### config.mk
export PLATFORM = sky130hd
export DESIGN_NAME = yuyv_to_rgb24_converter_top
export DESIGN_NICKNAME = d
export VERILOG_FILES = /design/src/rtl/core/y2r_pkg.sv /design/src/rtl/core/y2r_pixel.sv /design/src/rtl/core/yuyv_to_rgb24_converter_top.sv
export SDC_FILE = /design/constraint.sdc
export NUM_CORES = 1
export LEC_CHECK = 0
export BUFFER_PORTS_ARGS = -buffer_cell sky130_fd_sc_hd__buf_2
export CAP_MARGIN = 15
export CORE_MARGIN = 1
export CORE_UTILIZATION = 59
export DETAILED_ROUTE_END_ITERATION = 12
export GPL_ROUTABILITY_DRIVEN = 0
export PLACE_DENSITY = 0.77
export SYNTH_ARGS = -nofsm -noshare
export SYNTH_HDL_FRONTEND = slang
export SYNTH_SLANG_ARGS = --single-unit
### constraint.sdc
create_clock -name clock -period 9.8 [get_ports clock]
set_input_delay 2.94 -clock clock [delete_from_list [all_inputs] [get_ports clock]]
set_output_delay 2.94 -clock clock [all_outputs]
set_load 0.01 [all_outputs]
### src/rtl/core/y2r_pkg.sv
// ----------------------------------------------------------------------------
// y2r_pkg
// Shared constants and types for the YUYV 4:2:2 to RGB888 converter.
// ----------------------------------------------------------------------------
package y2r_pkg;

   // Fraction bits of the Q16 coefficients
   localparam int FRAC_W = 16;
   // Signed width of the products and per-pixel sums
   localparam int SUM_W = 27;
   // Width of one colour channel and of a luma sample
   localparam int CHAN_W = 8;
   // Signed width of the truncated red chroma term (range -179..178)
   localparam int RED_Q_W = 10;

   localparam logic signed [SUM_W-1:0] COEF_R_CR = 27'sd91881;
   localparam logic signed [SUM_W-1:0] COEF_G_CB = 27'sd22554;
   localparam logic signed [SUM_W-1:0] COEF_G_CR = 27'sd46802;
   localparam logic signed [SUM_W-1:0] COEF_B_CB = 27'sd116130;

   localparam logic [SUM_W-1:0] FRAC_MASK = SUM_W'((1 << FRAC_W) - 1);
   localparam logic [CHAN_W-1:0] CHAN_MAX = '1;

   // Chroma products shared by both pixels of a pair
   typedef struct packed {
      logic signed [SUM_W-1:0] red_cr;
      logic signed [SUM_W-1:0] green_cb;
      logic signed [SUM_W-1:0] green_cr;
      logic signed [SUM_W-1:0] blue_cb;
   } prod_type;

endpackage

### src/rtl/core/y2r_pixel.sv
// ----------------------------------------------------------------------------
// y2r_pixel
// Two-stage back end for one pixel: forms the channel sums from the shared
// chroma products, then truncates toward zero and saturates to 0..255.
// ----------------------------------------------------------------------------
module y2r_pixel (
   input  logic                            clock,
   input  logic [y2r_pkg::CHAN_W-1:0]      luma,
   input  y2r_pkg::prod_type               prod,
   output logic [y2r_pkg::CHAN_W-1:0]      red,
   output logic [y2r_pkg::CHAN_W-1:0]      green,
   output logic [y2r_pkg::CHAN_W-1:0]      blue
);

   localparam int FW = y2r_pkg::FRAC_W;
   localparam int SW = y2r_pkg::SUM_W;
   localparam int CW = y2r_pkg::CHAN_W;
   localparam int QW = y2r_pkg::RED_Q_W;

   // sum stage
   logic signed [SW-1:0] luma_scaled;
   logic signed [SW-1:0] red_biased;
   logic signed [QW-1:0] red_quot_in, red_quot_ff;
   logic signed [SW-1:0] green_sum_in, green_sum_ff;
   logic signed [SW-1:0] blue_sum_in, blue_sum_ff;
   logic [CW-1:0]        luma_ff;

   // saturation stage
   logic signed [QW:0]   red_sum;
   logic [CW-1:0]        red_in, red_ff;
   logic [CW-1:0]        green_in, green_ff;
   logic [CW-1:0]        blue_in, blue_ff;

   always_comb begin
      luma_scaled  = signed'(SW'({luma, FW'(0)}));
      // bias negative products so the shift truncates toward zero
      red_biased   = prod.red_cr + (prod.red_cr[SW-1] ? signed'(y2r_pkg::FRAC_MASK) : '0);
      red_quot_in  = red_biased[FW+QW-1:FW];
      green_sum_in = luma_scaled - prod.green_cb - prod.green_cr;
      blue_sum_in  = luma_scaled + prod.blue_cb;
   end

   always_ff @(posedge clock) begin
      luma_ff      <= luma;
      red_quot_ff  <= red_quot_in;
      green_sum_ff <= green_sum_in;
      blue_sum_ff  <= blue_sum_in;
   end

   // a negative sum truncates to zero or below, so it clamps to zero directly
   function automatic logic [CW-1:0] sat_q16(input logic signed [SW-1:0] v);
      logic [CW-1:0] res;
      if (v[SW-1]) begin
         res = '0;
      end else if (|v[SW-2:FW+CW]) begin
         res = y2r_pkg::CHAN_MAX;
      end else begin
         res = v[FW+CW-1:FW];
      end
      return res;
   endfunction

   always_comb begin
      red_sum = signed'((QW+1)'({1'b0, luma_ff})) + (QW+1)'(red_quot_ff);
      if (red_sum[QW]) begin
         red_in = '0;
      end else if (|red_sum[QW-1:CW]) begin
         red_in = y2r_pkg::CHAN_MAX;
      end else begin
         red_in = red_sum[CW-1:0];
      end
      green_in = sat_q16(green_sum_ff);
      blue_in  = sat_q16(blue_sum_ff);
   end

   always_ff @(posedge clock) begin
      red_ff   <= red_in;
      green_ff <= green_in;
      blue_ff  <= blue_in;
   end

   assign red   = red_ff;
   assign green = green_ff;
   assign blue  = blue_ff;

endmodule

### src/rtl/core/yuyv_to_rgb24_converter_top.sv
// ----------------------------------------------------------------------------
// yuyv_to_rgb24_converter_top
// Converts one packed 4:2:2 group (Y0, Cb, Y1, Cr) into two RGB888 pixels
// with full-range BT.601 equations in Q16 fixed point.
// ----------------------------------------------------------------------------
// rsp_strobe rises together with the result, which passes the input, product,
// sum and saturation register stages in that order.
// Throughput: one request per cycle; busy stays low, the four-stage pipeline
// never stalls and the receiver takes every result as it appears.
// Reset clears the valid pipeline; no result is shown until a new request.
// ----------------------------------------------------------------------------
module yuyv_to_rgb24_converter_top (
   input  logic                        clock,
   input  logic                        reset,
   input  logic                        start,
   output logic                        busy,
   input  logic [y2r_pkg::CHAN_W-1:0]  req_luma_first,
   input  logic [y2r_pkg::CHAN_W-1:0]  req_chroma_blue,
   input  logic [y2r_pkg::CHAN_W-1:0]  req_luma_second,
   input  logic [y2r_pkg::CHAN_W-1:0]  req_chroma_red,
   input  logic                        req_frame_end,
   output logic                        rsp_strobe,
   output logic [y2r_pkg::CHAN_W-1:0]  rsp_red_first,
   output logic [y2r_pkg::CHAN_W-1:0]  rsp_green_first,
   output logic [y2r_pkg::CHAN_W-1:0]  rsp_blue_first,
   output logic [y2r_pkg::CHAN_W-1:0]  rsp_red_second,
   output logic [y2r_pkg::CHAN_W-1:0]  rsp_green_second,
   output logic [y2r_pkg::CHAN_W-1:0]  rsp_blue_second,
   output logic                        rsp_frame_end_out
);

   localparam int CW = y2r_pkg::CHAN_W;
   localparam int SW = y2r_pkg::SUM_W;
   localparam int STAGES = 4;

   logic                 accept;
   logic [STAGES-1:0]    valid_in, valid_ff;
   logic [STAGES-1:0]    frame_end_in, frame_end_ff;

   // input stage
   logic signed [CW-1:0] cb_diff_in, cb_diff_ff;
   logic signed [CW-1:0] cr_diff_in, cr_diff_ff;
   logic [CW-1:0]        luma0_s1_ff, luma1_s1_ff;

   // product stage
   y2r_pkg::prod_type    prod_in, prod_ff;
   logic [CW-1:0]        luma0_s2_ff, luma1_s2_ff;

   assign busy   = 1'b0;
   assign accept = start & ~busy;

   // subtracting the offset of 128 from an 8-bit code flips its top bit
   assign cb_diff_in = signed'({~req_chroma_blue[CW-1], req_chroma_blue[CW-2:0]});
   assign cr_diff_in = signed'({~req_chroma_red[CW-1], req_chroma_red[CW-2:0]});

   assign valid_in     = {valid_ff[STAGES-2:0], accept};
   assign frame_end_in = {frame_end_ff[STAGES-2:0], req_frame_end};

   always_ff @(posedge clock) begin
      if (reset) begin
         valid_ff <= '0;
      end else begin
         valid_ff <= valid_in;
      end
   end

   always_ff @(posedge clock) begin
      frame_end_ff <= frame_end_in;
      cb_diff_ff   <= cb_diff_in;
      cr_diff_ff   <= cr_diff_in;
      luma0_s1_ff  <= req_luma_first;
      luma1_s1_ff  <= req_luma_second;
   end

   always_comb begin
      prod_in.red_cr   = SW'(y2r_pkg::COEF_R_CR) * SW'(cr_diff_ff);
      prod_in.green_cb = SW'(y2r_pkg::COEF_G_CB) * SW'(cb_diff_ff);
      prod_in.green_cr = SW'(y2r_pkg::COEF_G_CR) * SW'(cr_diff_ff);
      prod_in.blue_cb  = SW'(y2r_pkg::COEF_B_CB) * SW'(cb_diff_ff);
   end

   always_ff @(posedge clock) begin
      prod_ff     <= prod_in;
      luma0_s2_ff <= luma0_s1_ff;
      luma1_s2_ff <= luma1_s1_ff;
   end

   y2r_pixel u_pixel_first (
      .clock (clock),
      .luma  (luma0_s2_ff),
      .prod  (prod_ff),
      .red   (rsp_red_first),
      .green (rsp_green_first),
      .blue  (rsp_blue_first)
   );

   y2r_pixel u_pixel_second (
      .clock (clock),
      .luma  (luma1_s2_ff),
      .prod  (prod_ff),
      .red   (rsp_red_second),
      .green (rsp_green_second),
      .blue  (rsp_blue_second)
   );

   assign rsp_strobe        = valid_ff[STAGES-1];
   assign rsp_frame_end_out = frame_end_ff[STAGES-1];

endmodule
* Word level (Yosys, flattened, before mapping)
Cells that the tools add are included.
** Storage, ports and cells
- Flip-flop bits (word level) :: 342
- Input bits :: 36
- Output and inout bits :: 51
- Word-level logic and storage cells :: 53
** Operators by class
- Add/subtract/negate cells :: 9
- $mul :: 4
- Mux-type cells :: 7
- Bitwise gates (word level) :: 2
- Reduce and logical (&&, ||, !) cells :: 6
** Operator list (count)
- $add 25x27->27 :: 2
- $sub 25x27->27 :: 2
- $sub 27x27->27 :: 2
- $mux 8 :: 6
- $add 26x16->26 :: 1
- $mul 18x8->26 const A :: 1
- $mul 17x8->25 const A :: 1
- $mul 16x8->24 const A :: 1
- $mul 15x8->23 const A :: 1
- $add 9x10->11 :: 2
- $mux 16 :: 1
- $reduce_or 2->1 :: 6
- $not 1->1 :: 2

* Longest topological paths before layout
- Depth in word-level cells :: 3
- Mapped depth :: 17
- Gate-level depth less buffers :: 17

* By module
From an unflattened synthesis, not the netlist that was laid out.
** Unflattened totals
- Cell total of the unflattened synthesis :: 1956
- Area, all modules :: 18746.7 um2
** By module, submodules not included
- yuyv_to_rgb24_converter_top :: instances 1, cells each 1015, area an instance 10364.9 um2, seq. area each 2902.8 um2
- y2r_pixel (u_pixel_first) :: instances 1, cells each 476, area an instance 4249.1 um2, seq. area each 1281.2 um2
- y2r_pixel (u_pixel_second) :: instances 1, cells each 465, area an instance 4132.7 um2, seq. area each 1281.2 um2

* Worst setup path before layout
No wires, ideal clock.
- Path type :: reg2reg
- Start :: register cr_diff_ff[7]
- End :: register prod_ff[50] (netlist bit)
- Library setup time :: 0.132 ns
- Arrival time :: 4.248 ns
- Data required time :: 9.668 ns
- Setup slack :: 5.420 ns
- Stages on the path, launching flop included :: 17
- Buffers on the path :: 0
- Clock period less this slack :: 4.380 ns
- Cell sequence :: dfxtp_1 > fa_1 > inv_1 > fa_1 > inv_1 > fa_1 > inv_1 > fa_1 > inv_1 > ha_1 > o21a_1 > o211a_1 > a221oi_1 > o21bai_1 > a21oi_1 > o21ai_1 > xor2_1
** RTL lines
- start, declared :: line yuyv_to_rgb24_converter_top.sv:42 : logic signed [CW-1:0] cr_diff_in, cr_diff_ff;
- start signal, assigned :: line yuyv_to_rgb24_converter_top.sv:70 : cr_diff_ff <= cr_diff_in;
- end signal, assigned :: line yuyv_to_rgb24_converter_top.sv:83 : prod_ff <= prod_in;
- end, declared :: line yuyv_to_rgb24_converter_top.sv:46 : y2r_pkg::prod_type prod_in, prod_ff;

==> results.json <==
{
  "post-dp-hpwl_um": 25900,
  "antenna_found_initial": 0,
  "finalCriticalPeriod_ps": 4940,
  "ys_async_sr_fraction_pct": 0,
  "ios": 87,
  "drtPass1Iterations": 5,
  "crit_chain": "fa_1, inv_1, fa_1, inv_1, fa_1, inv_1, fa_1, inv_1, ha_1, o21a_1, o211a_1, a221oi_1, o21bai_1, a21oi_1, o21ai_1, xor2_1",
  "holdWs_ps": 324,
  "power_density_nw_per_um2": 328,
  "layout-area-overhead-vs-synth_pct": 10.7,
  "crit_type": "reg2reg",
  "syn_area_um2": 16100,
  "ir_drop_mv": 0.190,
  "cp_num_buf_inv": 4,
  "critPathSlowestCell": "dfxtp_1",
  "crit_fanout": 10,
  "start_util_pct": 60.0,
  "clock.fmax_mhz": 203,
  "synth_enable_flop_cells": 0,
  "synth_seq_area_share_pct": 31.1,
  "cts_setup_buffers": 0,
  "setup_viol": 0,
  "finalCritPeriodShare_pct": 50.4,
  "io_buffers": 85,
  "tightest_slew_ps": 855,
  "yosys-top-cells-count": "297 x inv_1, 285 x ha_1, 250 x dfxtp_1",
  "grt_pass1_wl_um": 52100,
  "dieArea_um2": 27900,
  "cp-end-kind": "flip-flop",
  "drive_above_1_share_pct": 8.60,
  "cts_resized": 0,
  "viasPerCell": 5.29,
  "die_h_um": 167,
  "avgSynthCellArea_um2": 9.96,
  "drv_slew": 0,
  "path_clk_slew_ps": 60,
  "cp_top_family": "adder cells",
  "ant_nets": 0,
  "grt_setup_unrepaired": "no",
  "grt_max_degree": 22,
  "clock_skew_ps": 14.7,
  "max-cap-violations": 0,
  "hold_path.class": "reg2reg",
  "yosysUniqueCellTypes": 69,
  "synthesis.nets": 2048,
  "synth-seq-cells": 250,
  "cp_slowest_stage_delay_ps": 680,
  "drt_iter0_drc": 665,
  "max_slew_margin_pct": 42.9,
  "grt_pass1_vias": 11048,
  "cts_tree": "built",
  "ys.flop_type": "dfxtp_1",
  "arrival_ps": 5340,
  "status": "finished, final reports clean",
  "final.fill_count": 2098,
  "clockBufferDepth": 3,
  "dr_total_vias": 10975,
  "tns_ps": 0,
  "crit_required_ps": 10210,
  "worstSetupStartpointType": "flip-flop",
  "routed_wl_um": 31400,
  "hold_viol": 0,
  "synth_cells": 1613,
  "core.rowCount": 60,
  "cts.htree.levels": 1,
  "synth_top_cell_by_area": "dfxtp_1",
  "fin_nets": 2146,
  "leakagePower_nw": 9.22,
  "core-area_um2": 26800,
  "gr-total-overflow": 0,
  "diodes": 0,
  "yosysMostFrequentCell": "inv_1",
  "yosysTopAreaCellShare_pct": 31.1,
  "ys_top_cells_by_area": "dfxtp_1 31%, ha_1 22%, fa_1 14%, inv_1 6.9%, xnor2_1 3.9%",
  "root_buffer": "clkbuf_16",
  "worstSkewPairLatency_ps": 550,
  "track_usage_pct": 23.1,
  "holdBufCountCts": 0,
  "yosysWarnings": 0,
  "die_width_um": 167,
  "drc": 0,
  "wl_per_cell_um": 15.1,
  "cts_sinks": 250,
  "cts_buffers": 27
}
[flip-flops by register name (all words and copies together) (netlist names), 8 cells and up]
name	cells
cr_diff_ff	8
u_pixel_first.luma_ff	8
u_pixel_second.blue	8
u_pixel_second.green	8
luma1_s2_ff	8
u_pixel_first.green	8
u_pixel_first.blue_sum_ff	11
prod_ff	76
u_pixel_first.red	8
luma0_s2_ff	8
u_pixel_second.green_sum_ff	11
u_pixel_second.luma_ff	8
luma1_s1_ff	8
u_pixel_first.blue	8
u_pixel_second.red_quot_ff	10
cb_diff_ff	8
u_pixel_first.green_sum_ff	11
luma0_s1_ff	8
u_pixel_second.red	8
u_pixel_second.blue_sum_ff	11
[cell usage in the layout (no fill, tap or decap), drive strengths merged, types with 5 or more instances in the layout]
master,n
a31oi,6
and3,6
nor2,124
o21ai,66
xnor2,72
nor2b,18
a21o,50
nand2b,8
a21boi,10
clkbuf,36
or2,5
o21a,13
a211o,5
a21oi,79
nand3,22
and2,6
nand2,34
clkinv,6
xor2,28
o21bai,12
inv,302
ha,285
fa,114
dfxtp,250
buf,85
nand4,6
nor3,12
a211oi,11
[final timing paths]
check	start	end	slack, ps	cells after the start
setup / recovery	cr_diff_ff[7]$_DFF_P_	prod_ff[50]$_DFF_P_	4860	16
hold / removal	luma0_s1_ff[0]$_DFF_P_	luma0_s2_ff[0]$_DFF_P_	320	0
setup reg to reg	cr_diff_ff[7]$_DFF_P_	prod_ff[50]$_DFF_P_	4860	16
hold reg to reg	luma0_s1_ff[0]$_DFF_P_	luma0_s2_ff[0]$_DFF_P_	320	0
[kinds of logic (layout without fill, tap and decap cells)]
logic type / Yosys count / in the layout / share of synthesized area, %
adders and majority gates: 399 / 399 / 36.4
buffers and inverters: 313 / 432 / 7.34
muxes: 3 / 3 / 0.195
AOI/OAI and AO/OA: 287 / 287 / 11.8
xor gates and xnor gates: 100 / 100 / 5.45
and+or+nand+nor: 260 / 260 / 7.62
other: 1 / 1 / 0.0233
DFF: 250 / 250 / 31.1
[routing by layer]
metal	global-route usage, %	vias up	share of wire [%]
met5	0	-	0
met3	3.64	65	4.9
met4	7.89	0	3.1
li1	-	5507	-
met2	40.1	244	47
met1	29.0	5159	45
[layout make-up]
| cell class | count | area [um2] | area share (%) |
|---|---|---|---|
| timing repair buffer | 85 | 425 | 2.39 |
| tap | 341 | 427 | 2.40 |
| clock inverter | 14 | 166 | 0.935 |
| clock buffer | 36 | 769 | 4.32 |
| sequential | 250 | 5000 | 28.1 |
| multi-input combinational | 1050 | 9880 | 55.6 |
| inverter | 297 | 1110 | 6.27 |
[power breakdown]
part / internal (mW) / switching (mW) / leakage, nW
Sequential: 1.43 / 0.174 / 2.11
Clock: 0.614 / 0.416 / 0.464
Combinational: 1.44 / 1.77 / 6.65
Total: 3.48 / 2.36 / 9.22
[stage by stage]
step           setup WS (ps)  total power, mW  utilization (%)  instance area (um2)  cells
5_1_grt                 4510             6.35             66.4                17800   2073
3_5_place_dp            4920             4.78             62.9                16900   2023
6_report                4860             5.84             66.4                17800   2073
3_3_place_gp            5030             4.67             62.9                16900   2023
4_1_cts                 4910             5.87             66.4                17800   2073
2_1_floorplan           5420             4.06                -                16100   1613
Power figures use the tool's default switching activity.
